File: config.mk
export PLATFORM = sky130hd
export DESIGN_NAME = dda_line_rasterizer
export DESIGN_NICKNAME = d
export VERILOG_FILES = /design/src/design/dda_pkg.sv /design/src/design/dda_divider.sv /design/src/design/dda_line_rasterizer.sv
export VERILOG_INCLUDE_DIRS = /design/src /design/src/design
export SDC_FILE = /design/constraint.sdc
export NUM_CORES = 1
export LEC_CHECK = 0
export ABC_CLOCK_PERIOD_IN_PS = 5400
export BUFFER_PORTS_ARGS = -buffer_cell sky130_fd_sc_hd__buf_2
export CORE_MARGIN = 2
export CORE_UTILIZATION = 60
export DETAILED_ROUTE_END_ITERATION = 10
export PLACE_DENSITY_LB_ADDON = 0.15
export SLEW_MARGIN = 20
export SYNTH_ARGS = -nofsm -noshare
export SYNTH_HDL_FRONTEND = slang
export SYNTH_SLANG_ARGS = --single-unit
File: constraint.sdc
create_clock -name i_clk -period 5.4 [get_ports i_clk]
set_input_delay 0.81 -clock i_clk [delete_from_list [all_inputs] [get_ports i_clk]]
set_output_delay 0.81 -clock i_clk [all_outputs]
set_load 0.02 [all_outputs]
File: src/design/dda_line_rasterizer_assert.svh
// ----------------------------------------------------------------------------
// dda line rasterizer assertion macros
// shared concurrent assertion forms on i_clk with synchronous reset
// ----------------------------------------------------------------------------
`ifndef DDA_LINE_RASTERIZER_ASSERT_SVH
`define DDA_LINE_RASTERIZER_ASSERT_SVH

// same-cycle implication
`define DDA_ASSERT_NOW(label, ante, cons, msg) \
    label: assert property (@(posedge i_clk) disable iff (!i_rst_n) (ante) |-> (cons)) \
        else $error(msg);

// next-cycle implication
`define DDA_ASSERT_NEXT(label, ante, cons, msg) \
    label: assert property (@(posedge i_clk) disable iff (!i_rst_n) (ante) |=> (cons)) \
        else $error(msg);

`endif

File: src/design/dda_pkg.sv
// ----------------------------------------------------------------------------
// dda line rasterizer package
// widths, word types and opcodes shared by the rasterizer and its divider
// ----------------------------------------------------------------------------
package dda_pkg;

    localparam int COORD_BITS  = 12;
    localparam int FRAC_BITS   = 20;
    localparam int COLOUR_BITS = 4;
    localparam int ACC_BITS    = COORD_BITS + FRAC_BITS + 1;
    localparam int INC_BITS    = FRAC_BITS + 2;
    localparam int QUOT_BITS   = FRAC_BITS + 1;
    localparam int DIVD_BITS   = COORD_BITS + FRAC_BITS;
    localparam int LEFT_BITS   = COORD_BITS + 1;
    localparam int CNT_BITS    = $clog2(DIVD_BITS + 1);

    typedef enum logic [0:0] {
        OPC_START = 1'b0,
        OPC_STEP  = 1'b1
    } t_opcode;

    typedef struct packed {
        t_opcode                opcode;
        logic [COORD_BITS-1:0]  x_start;
        logic [COORD_BITS-1:0]  y_start;
        logic [COORD_BITS-1:0]  x_end;
        logic [COORD_BITS-1:0]  y_end;
        logic [COLOUR_BITS-1:0] colour_in;
    } t_in_word;

    typedef struct packed {
        logic [COORD_BITS-1:0]  pixel_x;
        logic [COORD_BITS-1:0]  pixel_y;
        logic [COLOUR_BITS-1:0] pixel_colour;
        logic                   last_pixel;
    } t_out_word;

    // divider status back to the sequencer
    typedef struct packed {
        logic busy;
        logic done;
    } t_div_status;

endpackage

File: src/design/dda_divider.sv
// ----------------------------------------------------------------------------
// dda serial divider
// restoring shift-subtract divider, one quotient bit per cycle
// ----------------------------------------------------------------------------
module dda_divider (
    input  logic                                i_clk,
    input  logic                                i_rst_n,
    input  logic                                i_start,
    input  logic [dda_pkg::DIVD_BITS-1:0]       i_dividend,
    input  logic [dda_pkg::COORD_BITS-1:0]      i_divisor,
    output dda_pkg::t_div_status                o_status,
    output logic [dda_pkg::QUOT_BITS-1:0]       o_quotient
);

    logic                               r_busy;
    logic                               r_done;
    logic [dda_pkg::CNT_BITS-1:0]       r_count;
    logic [dda_pkg::DIVD_BITS-1:0]      r_quot;
    logic [dda_pkg::COORD_BITS-1:0]     r_rem;
    logic [dda_pkg::COORD_BITS-1:0]     r_divisor;

    logic [dda_pkg::COORD_BITS:0]       trial;
    logic [dda_pkg::COORD_BITS:0]       diff;
    logic                               ge;

    // partial remainder stays below the divisor, so it fits in COORD_BITS
    assign trial = {r_rem, r_quot[dda_pkg::DIVD_BITS-1]};
    assign diff  = trial - {1'b0, r_divisor};
    assign ge    = (trial >= {1'b0, r_divisor});

    always_ff @(posedge i_clk) begin
        if (!i_rst_n) begin
            r_busy  <= 1'b0;
            r_done  <= 1'b0;
            r_count <= '0;
        end else begin
            r_done <= 1'b0;
            if (i_start) begin
                r_busy  <= 1'b1;
                r_count <= dda_pkg::CNT_BITS'(dda_pkg::DIVD_BITS);
            end else if (r_busy) begin
                r_count <= r_count - 1'b1;
                if (r_count == dda_pkg::CNT_BITS'(1)) begin
                    r_busy <= 1'b0;
                    r_done <= 1'b1;
                end
            end
        end
    end

    always_ff @(posedge i_clk) begin
        if (i_start) begin
            r_quot    <= i_dividend;
            r_rem     <= '0;
            r_divisor <= i_divisor;
        end else if (r_busy) begin
            r_quot <= {r_quot[dda_pkg::DIVD_BITS-2:0], ge};
            r_rem  <= ge ? diff[dda_pkg::COORD_BITS-1:0] : trial[dda_pkg::COORD_BITS-1:0];
        end
    end

    assign o_status.busy = r_busy;
    assign o_status.done = r_done;
    // quotient never exceeds 2^FRAC_BITS because |d| <= steps
    assign o_quotient    = r_quot[dda_pkg::QUOT_BITS-1:0];

endmodule

File: src/design/dda_line_rasterizer.sv
// ----------------------------------------------------------------------------
// dda line rasterizer
// digital differential analyzer that turns two endpoints into a pixel stream
// ----------------------------------------------------------------------------
// A start word (opcode 0) brings two endpoints and a colour. Its first pixel,
// the start point, is issued at once; the block then computes the x and y
// increments with one shared serial divider, x first then y, and holds ready
// low until both are done. The divider gives one quotient bit per cycle. A
// zero-length line gives a single pixel marked last. Step words (opcode 1)
// then each give the next pixel, so a pixel writer can be fed one pixel per
// cycle while it keeps i_ready high; the final pixel of steps+1 carries
// last_pixel. A step with no line in progress gives no pixel. A start while
// a line is in progress drops the old line. Coordinates are the fixed-point
// accumulators rounded half up.
// ----------------------------------------------------------------------------
module dda_line_rasterizer (
    input  logic               i_clk,
    input  logic               i_rst_n,
    input  logic               i_valid,
    output logic               o_ready,
    input  dda_pkg::t_in_word  i_data,
    output logic               o_valid,
    input  logic               i_ready,
    output dda_pkg::t_out_word o_data
);

`include "dda_line_rasterizer_assert.svh"

    typedef enum logic [2:0] {
        S_IDLE,
        S_START_X,
        S_WAIT_X,
        S_START_Y,
        S_WAIT_Y
    } t_state;

    localparam logic [dda_pkg::ACC_BITS-1:0] HALF =
        dda_pkg::ACC_BITS'(1) << (dda_pkg::FRAC_BITS - 1);

    // sequencer and line state
    t_state                              r_state;
    logic [dda_pkg::ACC_BITS-1:0]        r_x_acc;
    logic [dda_pkg::ACC_BITS-1:0]        r_y_acc;
    logic [dda_pkg::INC_BITS-1:0]        r_x_inc;
    logic [dda_pkg::INC_BITS-1:0]        r_y_inc;
    logic [dda_pkg::LEFT_BITS-1:0]       r_pixels_left;
    logic [dda_pkg::COLOUR_BITS-1:0]     r_colour;
    logic                                r_line_active;
    logic [dda_pkg::COORD_BITS-1:0]      r_adx;
    logic [dda_pkg::COORD_BITS-1:0]      r_ady;
    logic                                r_x_neg;
    logic                                r_y_neg;

    // output register
    logic                                r_out_valid;
    dda_pkg::t_out_word                  r_out;

    // start word decode
    logic                                in_accept;
    logic                                x_neg;
    logic                                y_neg;
    logic [dda_pkg::COORD_BITS-1:0]      adx;
    logic [dda_pkg::COORD_BITS-1:0]      ady;
    logic [dda_pkg::COORD_BITS-1:0]      steps;

    // step word datapath
    logic [dda_pkg::ACC_BITS-1:0]        n_x_acc;
    logic [dda_pkg::ACC_BITS-1:0]        n_y_acc;
    logic [dda_pkg::LEFT_BITS-1:0]       n_pixels_left;
    logic [dda_pkg::ACC_BITS-1:0]        x_round;
    logic [dda_pkg::ACC_BITS-1:0]        y_round;

    // divider hookup
    logic                                div_start;
    logic [dda_pkg::DIVD_BITS-1:0]       div_dividend;
    dda_pkg::t_div_status                div_status;
    logic [dda_pkg::QUOT_BITS-1:0]       div_quot;
    logic [dda_pkg::INC_BITS-1:0]        quot_ext;

    // a new word is taken only while no division runs and when the output slot frees up
    assign o_ready   = (r_state == S_IDLE) && (!r_out_valid || i_ready);
    assign in_accept = i_valid && o_ready;

    assign x_neg = (i_data.x_end < i_data.x_start);
    assign y_neg = (i_data.y_end < i_data.y_start);
    assign adx   = x_neg ? (i_data.x_start - i_data.x_end) : (i_data.x_end - i_data.x_start);
    assign ady   = y_neg ? (i_data.y_start - i_data.y_end) : (i_data.y_end - i_data.y_start);
    assign steps = (adx > ady) ? adx : ady;

    // increments are sign-extended onto the accumulator width
    assign n_x_acc = r_x_acc + {{(dda_pkg::ACC_BITS - dda_pkg::INC_BITS)
                                 {r_x_inc[dda_pkg::INC_BITS-1]}}, r_x_inc};
    assign n_y_acc = r_y_acc + {{(dda_pkg::ACC_BITS - dda_pkg::INC_BITS)
                                 {r_y_inc[dda_pkg::INC_BITS-1]}}, r_y_inc};
    assign n_pixels_left = r_pixels_left - 1'b1;

    // round half up
    assign x_round = n_x_acc + HALF;
    assign y_round = n_y_acc + HALF;

    // divisor is steps, which the pixel counter holds while dividing
    assign div_start    = (r_state == S_START_X) || (r_state == S_START_Y);
    assign div_dividend = (r_state == S_START_X)
                        ? {r_adx, {dda_pkg::FRAC_BITS{1'b0}}}
                        : {r_ady, {dda_pkg::FRAC_BITS{1'b0}}};
    assign quot_ext     = {1'b0, div_quot};

    dda_divider u_div (
        .i_clk      (i_clk),
        .i_rst_n    (i_rst_n),
        .i_start    (div_start),
        .i_dividend (div_dividend),
        .i_divisor  (r_pixels_left[dda_pkg::COORD_BITS-1:0]),
        .o_status   (div_status),
        .o_quotient (div_quot)
    );

    always_ff @(posedge i_clk) begin
        if (!i_rst_n) begin
            r_state       <= S_IDLE;
            r_x_acc       <= '0;
            r_y_acc       <= '0;
            r_x_inc       <= '0;
            r_y_inc       <= '0;
            r_pixels_left <= '0;
            r_colour      <= '0;
            r_line_active <= 1'b0;
            r_out_valid   <= 1'b0;
        end else begin
            // output word drains when taken
            if (r_out_valid && i_ready) begin
                r_out_valid <= 1'b0;
            end

            unique case (r_state)
                S_IDLE: begin
                    if (in_accept) begin
                        unique case (i_data.opcode)
                            dda_pkg::OPC_START: begin
                                r_colour          <= i_data.colour_in;
                                r_x_acc           <= {1'b0, i_data.x_start,
                                                      {dda_pkg::FRAC_BITS{1'b0}}};
                                r_y_acc           <= {1'b0, i_data.y_start,
                                                      {dda_pkg::FRAC_BITS{1'b0}}};
                                r_x_inc           <= '0;
                                r_y_inc           <= '0;
                                r_pixels_left     <= {1'b0, steps};
                                r_adx             <= adx;
                                r_ady             <= ady;
                                r_x_neg           <= x_neg;
                                r_y_neg           <= y_neg;
                                r_out_valid       <= 1'b1;
                                r_out.pixel_x     <= i_data.x_start;
                                r_out.pixel_y     <= i_data.y_start;
                                r_out.pixel_colour <= i_data.colour_in;
                                // zero-length line is a single last pixel
                                if (steps == '0) begin
                                    r_line_active    <= 1'b0;
                                    r_out.last_pixel <= 1'b1;
                                end else begin
                                    r_line_active    <= 1'b1;
                                    r_out.last_pixel <= 1'b0;
                                    r_state          <= S_START_X;
                                end
                            end
                            dda_pkg::OPC_STEP: begin
                                if (!r_line_active || (r_pixels_left == '0)) begin
                                    r_line_active <= 1'b0;
                                end else begin
                                    r_x_acc            <= n_x_acc;
                                    r_y_acc            <= n_y_acc;
                                    r_pixels_left      <= n_pixels_left;
                                    r_line_active      <= (n_pixels_left != '0);
                                    r_out_valid        <= 1'b1;
                                    r_out.pixel_x      <= x_round[dda_pkg::FRAC_BITS +:
                                                                  dda_pkg::COORD_BITS];
                                    r_out.pixel_y      <= y_round[dda_pkg::FRAC_BITS +:
                                                                  dda_pkg::COORD_BITS];
                                    r_out.pixel_colour <= r_colour;
                                    r_out.last_pixel   <= (n_pixels_left == '0);
                                end
                            end
                            default: begin
                                r_line_active <= r_line_active;
                            end
                        endcase
                    end
                end
                S_START_X: begin
                    r_state <= S_WAIT_X;
                end
                S_WAIT_X: begin
                    if (div_status.done) begin
                        r_x_inc <= r_x_neg ? (-quot_ext) : quot_ext;
                        r_state <= S_START_Y;
                    end
                end
                S_START_Y: begin
                    r_state <= S_WAIT_Y;
                end
                S_WAIT_Y: begin
                    if (div_status.done) begin
                        r_y_inc <= r_y_neg ? (-quot_ext) : quot_ext;
                        r_state <= S_IDLE;
                    end
                end
                default: begin
                    r_state <= S_IDLE;
                end
            endcase
        end
    end

    assign o_valid = r_out_valid;
    assign o_data  = r_out;

    // no word is taken while the increments are being divided
    `DDA_ASSERT_NOW(a_busy_not_ready, r_state != S_IDLE, !o_ready, "ready high while dividing")
    // an active line always has pixels left to give
    `DDA_ASSERT_NOW(a_active_has_left, r_line_active, r_pixels_left != '0, "active line with no pixels left")
    // divider finishes only while the sequencer waits for it
    `DDA_ASSERT_NOW(a_done_in_wait, div_status.done, (r_state == S_WAIT_X) || (r_state == S_WAIT_Y), "divider done outside wait")
    // the final step ends the line and issues a word
    `DDA_ASSERT_NEXT(a_last_step_ends, in_accept && (i_data.opcode == dda_pkg::OPC_STEP) && r_line_active && (r_pixels_left == dda_pkg::LEFT_BITS'(1)), !r_line_active && o_valid && o_data.last_pixel, "final step did not end line")

endmodule

==> results.md <==
* Fin util at 0.678
* CTS Hold Bufs at 0
* Routability cong. at 0.970
* Hold Crit Depth at 0
* Min Tclk post-route at 4.98 ns
* CTS H-tree lvls at 1
* Sinks on Clock Net at around 250
* Worst-Skew Late Latency at 0.56 ns
* TritonCTS Buffers at 29
* CTS tree: done
* Family with the most delay on the worst path: compound AO/OA/AOI/OAI gates
* Buffers added on ports at 87
* Final slew viol count at 0
* Top-Level Pins at 88
* Seq/Total Area, Yosys at 0.349
* Synth Cell Area at 0.0171 mm^2
* # diodes at 0
* Critical path, cell by cell: buf_2 -> inv_1 -> ha_1 -> inv_1 -> fa_1 -> a211oi_1 -> o21ai_1 -> nand4_1 -> nand2b_1 -> mux2i_1 -> xnor2_1 -> ha_1 -> a21o_1 -> a21o_1 -> a21oi_1 -> nand2_1 -> o21a_1 -> buf_4 -> nor3b_1 -> o221ai_1 -> nor4_1 -> or2_1
* Synth area leaders: dfxtp_1 18%, edfxtp_1 17%, ha_1 10%
* Pwr dens at roughly 320 mW/mm^2
* Slowest Stage Delay on Critical Path at 0.43 ns
* Critical Path End Type: register
* Hold Path Sink: u_div.r_divisor[5]$_DFFE_PN_
* Synth-to-Final Area Change at 10.8%
* DR iter-0 viols at 1301
* Residual DRC at 0
* Main synth FF type: dfxtp_1
* Die height at 173 um
* Critical Path RT at 5.82 ns
* Core ar. at 0.0279 mm^2
* Slowest-stage cell, CP: fa_1
* Worst slew margin at 0.192
* Die area at approximately 0.030 mm^2
* Synthesized flop and latch total at 249
* Worst-margin pin slew at 1.21 ns
* Post-CTS setup buffer count at 0
* Post-Syn Instances at 1966
* Yosys top cell by area: dfxtp_1
* Largest net degree at the start of global routing at 70
* Chip Width at ~170 um
* Initial Utilization at 0.612
* Post-synth EDFFs at slightly below 100
* Gr usage total at 0.294
* RSZ-0062 raised after global routing: no
* Total Nets Final at 2231
* YS warnings at 0
* Routed WL per cell at roughly 18 um
* CTS resizes at 0
* Fraction of layout cells with a size suffix above 1 at 0.0995
* Crit path arrival time at 5.40 ns
* First-pass GRT wire length at 73100 um
* Final setup violation count at 0
* Setup crit start kind: primary input
* Routed wire length at 44900 um
* VDD IR-drop max at roughly 0.00024 V
* Global-route met3 utilization at 0.0334
* Reg2reg path depth at 7
* Final HPWL DP at 33000 um
* Setup TNS at 0 ns
* R2R Setup Slk at 1.14 ns
* Fin crit share at 0.923
* Share of Yosys cell area claimed by the top area cell type at 0.176
* GR Layer Usage met2 at 0.462
* HP Class: register to register
* Met1 Usage GRT at 0.430
* Hold Vio Cnt, Final at 0
* Clock transition at path regs at 0.06 ns
* Worst Path Max Fanout at 7
* Number of max-cap violations at 0
* P_leak at between 0.008 and 0.009 uW
* CTS Buffer Depth at 3
* Initial antenna violation count at 0
* Busiest grt layer: met2
* Reg2reg start: r_state[1]$_SDFFE_PN0P_
* RR Endpoint: r_y_acc[21]$_SDFFE_PN0P_
* Smallest hold slack at 0.466 ns
* Rows at roughly 60
* Vias at 14755
* Fmax at 201 MHz
* Post-DRT Antenna Nets at 0
* DR pass1 iterations at 5
* Syn nets at 2169
* Vias per inst at 6.07
* Synthesized area per cell at between 8 and 9 um^2
* Final total power at 6000 uW
* Status: completed
* Yosys cell types at 82
* CP bufs+invs at 4
* Total gr overflow at 0
* Post-synth ARST share at 0
* Vias in the first global route at 13966
* Hold_sp: r_pixels_left[5]$_SDFFE_PN0P_
* Root Buffer: clkbuf_16
* Clock Skew at 0.0192 ns
* Kind of critical path: primary input to register
==> placed cells by master (no fill, tap or decap), types with 5 or more instances in the layout <==
cell type and count:
dfxtp_1 150, a22oi_1 33, and2_1 34, nand4_1 16, o21bai_1 6, o21ai_1 24
nand2b_1 31, and3_1 15, nor3_1 50, fa_1 7, a31oi_1 14, a21o_1 45
clkinv_2 6, nor4_1 13, o211ai_1 19, nand3_1 38, nor2b_1 19, a211oi_1 37
a21oi_1 153, o31ai_1 11, or3_4 5, nand2_1 155, buf_2 86, xnor2_1 87
clkbuf_16 30, o21a_1 20, mux2i_1 57, clkbuf_8 5, ha_1 139, a22o_1 42
inv_1 105, xor2_1 55, o21ai_0 85, buf_4 40, or3_1 22, nor2_1 179
edfxtp_1 99, mux2_2 6
==> metrics by stage <==
| step | instance area (um^2) | instances | setup slack [ns] |
|---|---|---|---|
| 2_1_floorplan | 17100 | 1966 | 0.411 |
| 3_3_place_gp | 18000 | 2375 | 0.203 |
| 3_5_place_dp | 18000 | 2375 | 0.0205 |
| 4_1_cts | 18900 | 2429 | 0.522 |
| 5_1_grt | 18900 | 2429 | 0.0211 |
| 6_report | 18900 | 2429 | 0.417 |
==> worst register-to-register path, delay by kind of cell, from the launching register on <==
kind | cells | cell delay [ns]
and+or+nand+nor | 4 | 2.68
buffers and inverters | 1 | 0.46
DFF | 1 | 0.62
AOI/OAI and AO/OA | 2 | 0.45
==> state kept, by name (all words and copies together) (netlist names) <==
register and count:
o_data 29, u_div.r_quot 32, r_x_inc 22, r_adx 12, r_y_acc 32, r_line_active 1
r_x_neg 1, r_colour 4, u_div.r_count 6, u_div.r_done 1, r_y_inc 22, r_y_neg 1
o_valid 1, u_div.r_busy 1, u_div.r_rem 12, u_div.r_divisor 12, r_state 3, r_ady 12
r_x_acc 32, r_pixels_left 13
==> Yosys cell counts (all sizes together) (20+ instances only) <==
| master | number |
|---|---|
| a21o | 45 |
| and2 | 34 |
| xor2 | 55 |
| clkbuf | 83 |
| a22o | 42 |
| mux2i | 57 |
| ha | 139 |
| a211oi | 38 |
| nand3 | 38 |
| nand2b | 31 |
| o21a | 20 |
| nor3 | 51 |
| nand2 | 155 |
| a22oi | 35 |
| inv | 105 |
| dfxtp | 150 |
| nor2 | 182 |
| xnor2 | 87 |
| a21oi | 153 |
| or3 | 27 |
| edfxtp | 99 |
| o21ai | 111 |
==> cell families (layout without fill, tap and decap cells) <==
family | after synthesis | after routing | synth area share
simple gates | 612 | 612 | 0.174
compound gates | 551 | 551 | 0.211
flops | 249 | 249 | 0.349
buf+inv | 202 | 287 | 0.0452
fa+ha+maj | 146 | 146 | 0.110
xor+xnor | 142 | 142 | 0.0727
mux | 64 | 64 | 0.0380
==> area by class of cell <==
class | instances | area [um^2]
Clock buffer | 38 | 831
Tap cell | 378 | 473
Fill cell | 2347 | 8990
Timing Repair Buffer | 126 | 731
Inverter | 107 | 402
Clock inverter | 16 | 149
Sequential cell | 249 | 5980
Multi-Input combinational cell | 1515 | 10400
==> per-layer routing <==
layer  up-vias  wire length [um]  share of wire
met5         -                 0              0
met4         0              1230          0.027
met3        79              2700          0.060
met2       471             19900           0.44
met1      6960             21100           0.47
li1       7245                 -              -
==> worst max-delay path by stage <==
stage                     startpoint                   to  slack, ns  cells past startpoint
final                     i_data[16]  o_data[0]$_DFFE_PP_       0.42                     22
after CTS                 i_data[16]  o_data[0]$_DFFE_PP_       0.52                     22
after global routing      i_data[16]  o_data[0]$_DFFE_PP_       0.02                     22
after global placement     i_data[4]  o_data[0]$_DFFE_PP_       0.20                     24
after detailed placement  i_data[16]  o_data[0]$_DFFE_PP_       0.02                     22
after floorplan           i_data[16]  o_data[0]$_DFFE_PP_       0.41                     23
==> where the power goes <==
| group | total, uW | switching (uW) | internal [uW] | leakage, uW |
|---|---|---|---|---|
| registers | 2250 | 117 | 2130 | 0.00213 |
| logic | 1750 | 1050 | 701 | 0.00564 |
| clock network | 2010 | 825 | 1180 | 0.000488 |
| total | 6000 | 1990 | 4010 | 0.00826 |
(Power assumes the default switching activity.)
